[src/lkvc_pkg.sv]
// ----------------------------------------------------------------------------
// lkvc_pkg: shared types and constants for the LRU key-value cache
// Entry count, field widths, and the structs that run along the cell row.
// ----------------------------------------------------------------------------
`default_nettype none

package lkvc_pkg;

    localparam int ENTRIES = 16;
    localparam int KEY_W   = 32;
    localparam int DATA_W  = 32;
    localparam int CAP_W   = 5;
    localparam int RANK_W  = (ENTRIES > 1) ? $clog2(ENTRIES) : 1;
    localparam int OCC_W   = $clog2(ENTRIES + 1);
    localparam int CMP_W   = (OCC_W > CAP_W) ? OCC_W : CAP_W;

    localparam logic [CAP_W-1:0]  CAP_RESET   = CAP_W'(16);
    localparam logic [CMP_W-1:0]  ENTRIES_CMP = CMP_W'(ENTRIES);
    localparam logic [DATA_W-1:0] MISS_VALUE  = {DATA_W{1'b1}};

    localparam logic ACT_GET = 1'b0;
    localparam logic ACT_PUT = 1'b1;

    // passed from cell to cell
    typedef struct packed {
        logic              free_seen;
        logic              hit;
        logic [RANK_W-1:0] rank;
        logic [DATA_W-1:0] data;
    } chain_t;

    // broadcast to every cell
    typedef struct packed {
        logic              exec;
        logic              put;
        logic              hit;
        logic              fill;
        logic              evict;
        logic              age_all;
        logic [RANK_W-1:0] limit;
        logic [RANK_W-1:0] occ_m1;
        logic [KEY_W-1:0]  key;
        logic [DATA_W-1:0] value;
    } cmd_t;

endpackage

`default_nettype wire

[src/lru_key_value_cache_unit.sv]
// ----------------------------------------------------------------------------
// lru_key_value_cache_unit: fully associative key-value cache, LRU replacement
//
// Request: start with action (0 get, 1 put), key and value. A request
// transfers on a clock edge with start high and busy low. busy is high for
// the one cycle in which the cell row compares the key and updates entries.
// Result: done pulses for one cycle with found and read_value, registered at
// the end of the compare and update pass. A new request may transfer in the
// same cycle as done; no request is taken while busy is high, so requests do
// not overlap in the cell row. There is no result stall: done is never held.
// Capacity: cfg_wr_en writes cfg_wr_data into the capacity register; write
// only while idle. A capacity of 0 acts as 1, above the entry count acts as
// the entry count.
// Reset: all entries invalid, occupancy zero, capacity 16, no result pending.
// ----------------------------------------------------------------------------
`default_nettype none

module lru_key_value_cache_unit
(
    input  wire logic                               clk,
    input  wire logic                               rst_n,
    input  wire logic                               start,
    output logic                                    busy,
    input  wire logic                               action,
    input  wire logic signed [lkvc_pkg::KEY_W-1:0]  key,
    input  wire logic signed [lkvc_pkg::DATA_W-1:0] value,
    output logic                                    done,
    output logic                                    found,
    output logic signed [lkvc_pkg::DATA_W-1:0]      read_value,
    input  wire logic                               cfg_wr_en,
    input  wire logic [lkvc_pkg::CAP_W-1:0]         cfg_wr_data
);
    import lkvc_pkg::*;

    typedef enum logic [1:0]
    {
        ST_IDLE = 2'b01,
        ST_EXEC = 2'b10
    } state_t;

    state_t            state_reg, state_next;
    logic [CAP_W-1:0]  cap_reg, cap_next;
    logic [OCC_W-1:0]  occ_reg, occ_next;
    logic              act_reg;
    logic [KEY_W-1:0]  key_reg;
    logic [DATA_W-1:0] val_reg;
    logic              done_reg, done_next;
    logic              found_reg, found_next;
    logic [DATA_W-1:0] rdata_reg, rdata_next;

    logic              accept;
    logic              exec;
    logic              hit;
    logic              room;
    logic [CMP_W-1:0]  cap_ext;
    logic [CMP_W-1:0]  eff_cap;
    cmd_t              cmd;
    chain_t            chain [ENTRIES+1];

    assign accept = start && (state_reg == ST_IDLE);
    assign exec   = (state_reg == ST_EXEC);
    assign hit    = chain[ENTRIES].hit;

    always_comb
    begin
        cap_ext = CMP_W'(cap_reg);
        if (cap_ext == '0)
        begin
            eff_cap = CMP_W'(1);
        end
        else if (cap_ext > ENTRIES_CMP)
        begin
            eff_cap = ENTRIES_CMP;
        end
        else
        begin
            eff_cap = cap_ext;
        end
        room = CMP_W'(occ_reg) < eff_cap;
    end

    always_comb
    begin
        cmd.exec    = exec;
        cmd.put     = (act_reg == ACT_PUT);
        cmd.hit     = hit;
        cmd.fill    = !hit && (act_reg == ACT_PUT) && room;
        cmd.evict   = !hit && (act_reg == ACT_PUT) && !room;
        cmd.age_all = !hit;
        cmd.limit   = chain[ENTRIES].rank;
        cmd.occ_m1  = RANK_W'(occ_reg - OCC_W'(1));
        cmd.key     = key_reg;
        cmd.value   = val_reg;
    end

    assign chain[0] = '0;

    for (genvar i = 0; i < ENTRIES; i++)
    begin : g_cell
        lkvc_cell u_cell
        (
            .clk       (clk),
            .rst_n     (rst_n),
            .cmd       (cmd),
            .chain_in  (chain[i]),
            .chain_out (chain[i+1])
        );
    end

    always_comb
    begin
        case (state_reg)
            ST_IDLE: state_next = accept ? ST_EXEC : ST_IDLE;
            ST_EXEC: state_next = ST_IDLE;
            default: state_next = ST_IDLE;
        endcase

        cap_next   = cfg_wr_en ? cfg_wr_data : cap_reg;
        occ_next   = (exec && cmd.fill) ? occ_reg + OCC_W'(1) : occ_reg;
        done_next  = exec;
        found_next = hit;
        rdata_next = (hit && (act_reg == ACT_GET)) ? chain[ENTRIES].data : MISS_VALUE;
    end

    always_ff @(posedge clk or negedge rst_n)
    begin
        if (!rst_n)
        begin
            state_reg <= ST_IDLE;
            cap_reg   <= CAP_RESET;
            occ_reg   <= '0;
            done_reg  <= 1'b0;
        end
        else
        begin
            state_reg <= state_next;
            cap_reg   <= cap_next;
            occ_reg   <= occ_next;
            done_reg  <= done_next;
        end
    end

    always_ff @(posedge clk)
    begin
        if (accept)
        begin
            act_reg <= action;
            key_reg <= key;
            val_reg <= value;
        end
        if (exec)
        begin
            found_reg <= found_next;
            rdata_reg <= rdata_next;
        end
    end

    assign busy       = exec;
    assign done       = done_reg;
    assign found      = found_reg;
    assign read_value = rdata_reg;

endmodule

`default_nettype wire

[src/lkvc_cell.sv]
// ----------------------------------------------------------------------------
// lkvc_cell: one cache entry
// Holds key, data, valid and recency rank; compares the broadcast key and
// hands hit, rank, data and free-slot status on to its neighbor.
// ----------------------------------------------------------------------------
`default_nettype none

module lkvc_cell
(
    input  wire logic            clk,
    input  wire logic            rst_n,
    input  wire lkvc_pkg::cmd_t   cmd,
    input  wire lkvc_pkg::chain_t chain_in,
    output lkvc_pkg::chain_t      chain_out
);
    import lkvc_pkg::*;

    logic              valid_reg, valid_next;
    logic [RANK_W-1:0] rank_reg, rank_next;
    logic [KEY_W-1:0]  key_reg, key_next;
    logic [DATA_W-1:0] data_reg, data_next;

    logic match;
    logic sel_fill;
    logic sel_vict;
    logic slot;
    logic age;

    assign match    = valid_reg && (key_reg == cmd.key);
    assign sel_fill = !valid_reg && !chain_in.free_seen;
    assign sel_vict = valid_reg && (rank_reg == cmd.occ_m1);

    always_comb
    begin
        chain_out.free_seen = chain_in.free_seen | ~valid_reg;
        chain_out.hit       = chain_in.hit | match;
        chain_out.rank      = chain_in.rank | (match ? rank_reg : '0);
        chain_out.data      = chain_in.data | (match ? data_reg : '0);
    end

    always_comb
    begin
        if (cmd.hit)
        begin
            slot = cmd.exec & match;
        end
        else if (cmd.fill)
        begin
            slot = cmd.exec & sel_fill;
        end
        else if (cmd.evict)
        begin
            slot = cmd.exec & sel_vict;
        end
        else
        begin
            slot = 1'b0;
        end

        age = cmd.exec & valid_reg & ~slot & (cmd.hit | cmd.fill | cmd.evict)
              & (cmd.age_all | (rank_reg < cmd.limit));

        valid_next = valid_reg | (slot & cmd.fill);

        if (slot)
        begin
            rank_next = '0;
        end
        else if (age)
        begin
            rank_next = rank_reg + RANK_W'(1);
        end
        else
        begin
            rank_next = rank_reg;
        end

        key_next  = (slot & (cmd.fill | cmd.evict)) ? cmd.key : key_reg;
        data_next = (slot & cmd.put) ? cmd.value : data_reg;
    end

    always_ff @(posedge clk or negedge rst_n)
    begin
        if (!rst_n)
        begin
            valid_reg <= 1'b0;
            rank_reg  <= '0;
        end
        else
        begin
            valid_reg <= valid_next;
            rank_reg  <= rank_next;
        end
    end

    always_ff @(posedge clk)
    begin
        key_reg  <= key_next;
        data_reg <= data_next;
    end

endmodule

`default_nettype wire
[config.mk]
export PLATFORM = sky130hd
export DESIGN_NAME = lru_key_value_cache_unit
export DESIGN_NICKNAME = d
export VERILOG_FILES = /design/src/lkvc_pkg.sv /design/src/lru_key_value_cache_unit.sv /design/src/lkvc_cell.sv
export SDC_FILE = /design/constraint.sdc
export NUM_CORES = 2
export LEC_CHECK = 0
export ABC_AREA = 1
export BUFFER_PORTS_ARGS = -buffer_cell sky130_fd_sc_hd__buf_2
export CORE_UTILIZATION = 57
export DETAILED_ROUTE_END_ITERATION = 16
export GPL_TIMING_DRIVEN = 1
export PLACE_DENSITY_LB_ADDON = 0.05
export SYNTH_ARGS = -nofsm -noshare
export SYNTH_HDL_FRONTEND = slang
export SYNTH_HIERARCHICAL = 1
export SYNTH_SLANG_ARGS = --single-unit
[constraint.sdc]
create_clock -name clk -period 8 [get_ports clk]
set_input_delay 0.8 -clock clk [delete_from_list [all_inputs] [get_ports clk]]
set_output_delay 0.8 -clock clk [all_outputs]
set_load 0.02 [all_outputs]
==> results.yml <==
run_status:
  status: "complete, no violations"
synthesis:
  synth_cells: 5317
  netlist_area_um2: 57300
  ys.warnings.count: 6
  avgSynthCellArea_um2: 10.8
cells_and_area:
  diodes: 0
  nets: 5745
  multi_input_area_um2: 17400
  final_layout_size_suffix_gt1_share_pct: 18.6
  register_area_um2: 36000
  fill_cells: 7675
  design_area_um2: 64000
  area_growth_pct: 11.8
timing:
  max_slew_margin_pct: 15.1
  fmax_ghz: 0.144
  rsz0062_at_grt: "no"
  finalCritPeriodShare_pct: 86.9
  finalHoldViolations: 0
  finClkSkew_ns: 0.0243
  slew_violations: 0
  fin_setup_tns_ns: 0
  setup_viol: 0
  tightest_slew_ns: 1.27
  layout_min_cycle_time_ns: 6.95
worst_setup_path:
  cp.required_ns: 8.34
  r2r_cells: 46
  crit_top_cell: "nand2_1"
  startpoint_type: "flip-flop"
  path_depth: 46
  cp_max_fo: 42
  end_kind: "flip-flop"
  crit_path_max_incr_delay_ns: 0.99
  reg2reg_slack_ns: 1.05
  cpMaxStageDelayCell: "nor2_4"
  arrival_ns: 7.29
  r2r_start: "key_reg[29]"
  cp_top_family: "simple AND/OR/NAND/NOR gates"
  crit_buf_inv: 17
  critPathKind: "flip-flop to flip-flop"
  r2r-end: "g_cell[2].u_cell/key_reg[8]"
global_route:
  grt_usage_pct: 29.1
  grt_start_max_net_pins: 102
  grt_pass1_wl_um: 225000
  grt_pass1_vias: 37100
  gr-total-overflow: 0
  antenna_found_initial: 2
power:
  irDropWorstVdd_uv: 221
  total_power_mw: 14.7
  power_density_nw_per_um2: 229
  leakagePower_nw: 26.6
floorplanning:
  die_area_um2: 102000
  design.core.area_um2: 99000
  dieHeight_um: 319
  start_util_pct: 57.9
  rows: 115
  dieWidth_um: 319
  ios: 109
clock_tree:
  clk_path_buf_depth: 3
  cts_tree: "built"
  cts_setup_buffers: 0
  cts_hold_buf: 0
  cts.clk_slew.worst_paths_ns: 0.06
  root_buffer: "clkbuf_16"
  cts-buffers-inserted: 131
  cts_resized: 0
  cts.htree.levels: 4
  clock_latency_ns: 0.73
  cts_sinks: 1215
routing:
  routed_wl_um: 147000
  drtIter0Drc: 3705
  first_pass_iters: 5
  vias: 39200
  antenna_left: 0
  via_per_inst: 5.61
  remaining_drc_errors: 0
  wl_per_cell_um: 21.0
placed_design:
  gp_congestion: 0.866
  place_hpwl_um: 90200
  portBuffers: 108
  placed_cell_area_um2: 60000
min_path:
  hold_class: "input pin to async pin"
flow_run:
  cap_violations: 0
[area by class of cell]
class / count / area share (%)
flip-flops and latches: 1215 / 56.2
multi-input cells: 3082 / 27.2
clock buffers: 173 / 5.63
inverters: 956 / 5.61
well taps: 1287 / 2.51
repair buffers: 215 / 2.14
clock inverters: 54 / 0.674
[report_power, final]
group	switching (mW)	total (mW)	internal, mW
Sequential	0.180	7.45	7.27
Clock	2.44	5.76	3.33
Combinational	0.984	1.46	0.474
Total	3.60	14.7	11.1
[metrics by stage]
| stage | setup WS [ns] | hold WS [ns] | cells | util (%) |
|---|---|---|---|---|
| after floorplan | 0.554 | 0.456 | 5354 | - |
| after global placement | 1.18 | 0.515 | 6755 | 60.6 |
| after detailed placement | 1.19 | 0.527 | 6755 | 60.6 |
| after CTS | 1.16 | 0.0122 | 6982 | 64.7 |
| after global routing | 0.427 | 0.0400 | 6982 | 64.7 |
| final | 1.05 | 0.0295 | 6982 | 64.7 |
[placed cells by master (no fill, tap or decap), drive strengths merged]
master      n
edfxtp   1122
nor3       46
a41oi       4
dfrtp      91
o22ai      48
dfstp       2
conb       38
xnor2      94
o21bai     64
inv       961
xor2       47
bufinv      5
buf       215
a22oi      16
nand3b     12
o211ai     12
a21oi      70
nand3     120
nor2      423
a221oi     12
and3        1
clkbuf    173
nand4      38
nand2    1322
a31o      512
mux2        3
clkinv     44
ha         70
o2111ai     8
o21ai     122
[layer usage]
metal | GRT usage (%) | routed length, µm | part of all wire (%) | up-vias
met4 | 8.68 | 3780 | 2.6 | 0
met2 | 44.2 | 65300 | 44 | 1399
li1 | - | - | - | 18600
met1 | 43.1 | 66900 | 46 | 18900
met3 | 4.88 | 10900 | 7.4 | 235
met5 | 0 | 0 | 0 | -
[how the worst max path moves through the flow]
stage / start / to
2_1_floorplan: key_reg[14] / g_cell[13].u_cell/data_reg[0]
3_3_place_gp: key_reg[29] / g_cell[2].u_cell/key_reg[7]
3_5_place_dp: key_reg[29] / g_cell[2].u_cell/key_reg[1]
4_1_cts: key_reg[29] / g_cell[2].u_cell/key_reg[1]
5_1_grt: key_reg[29] / g_cell[2].u_cell/key_reg[1]
6_report: key_reg[29] / g_cell[2].u_cell/key_reg[8]
No activity file was read; power rests on OpenSTA's default activity.
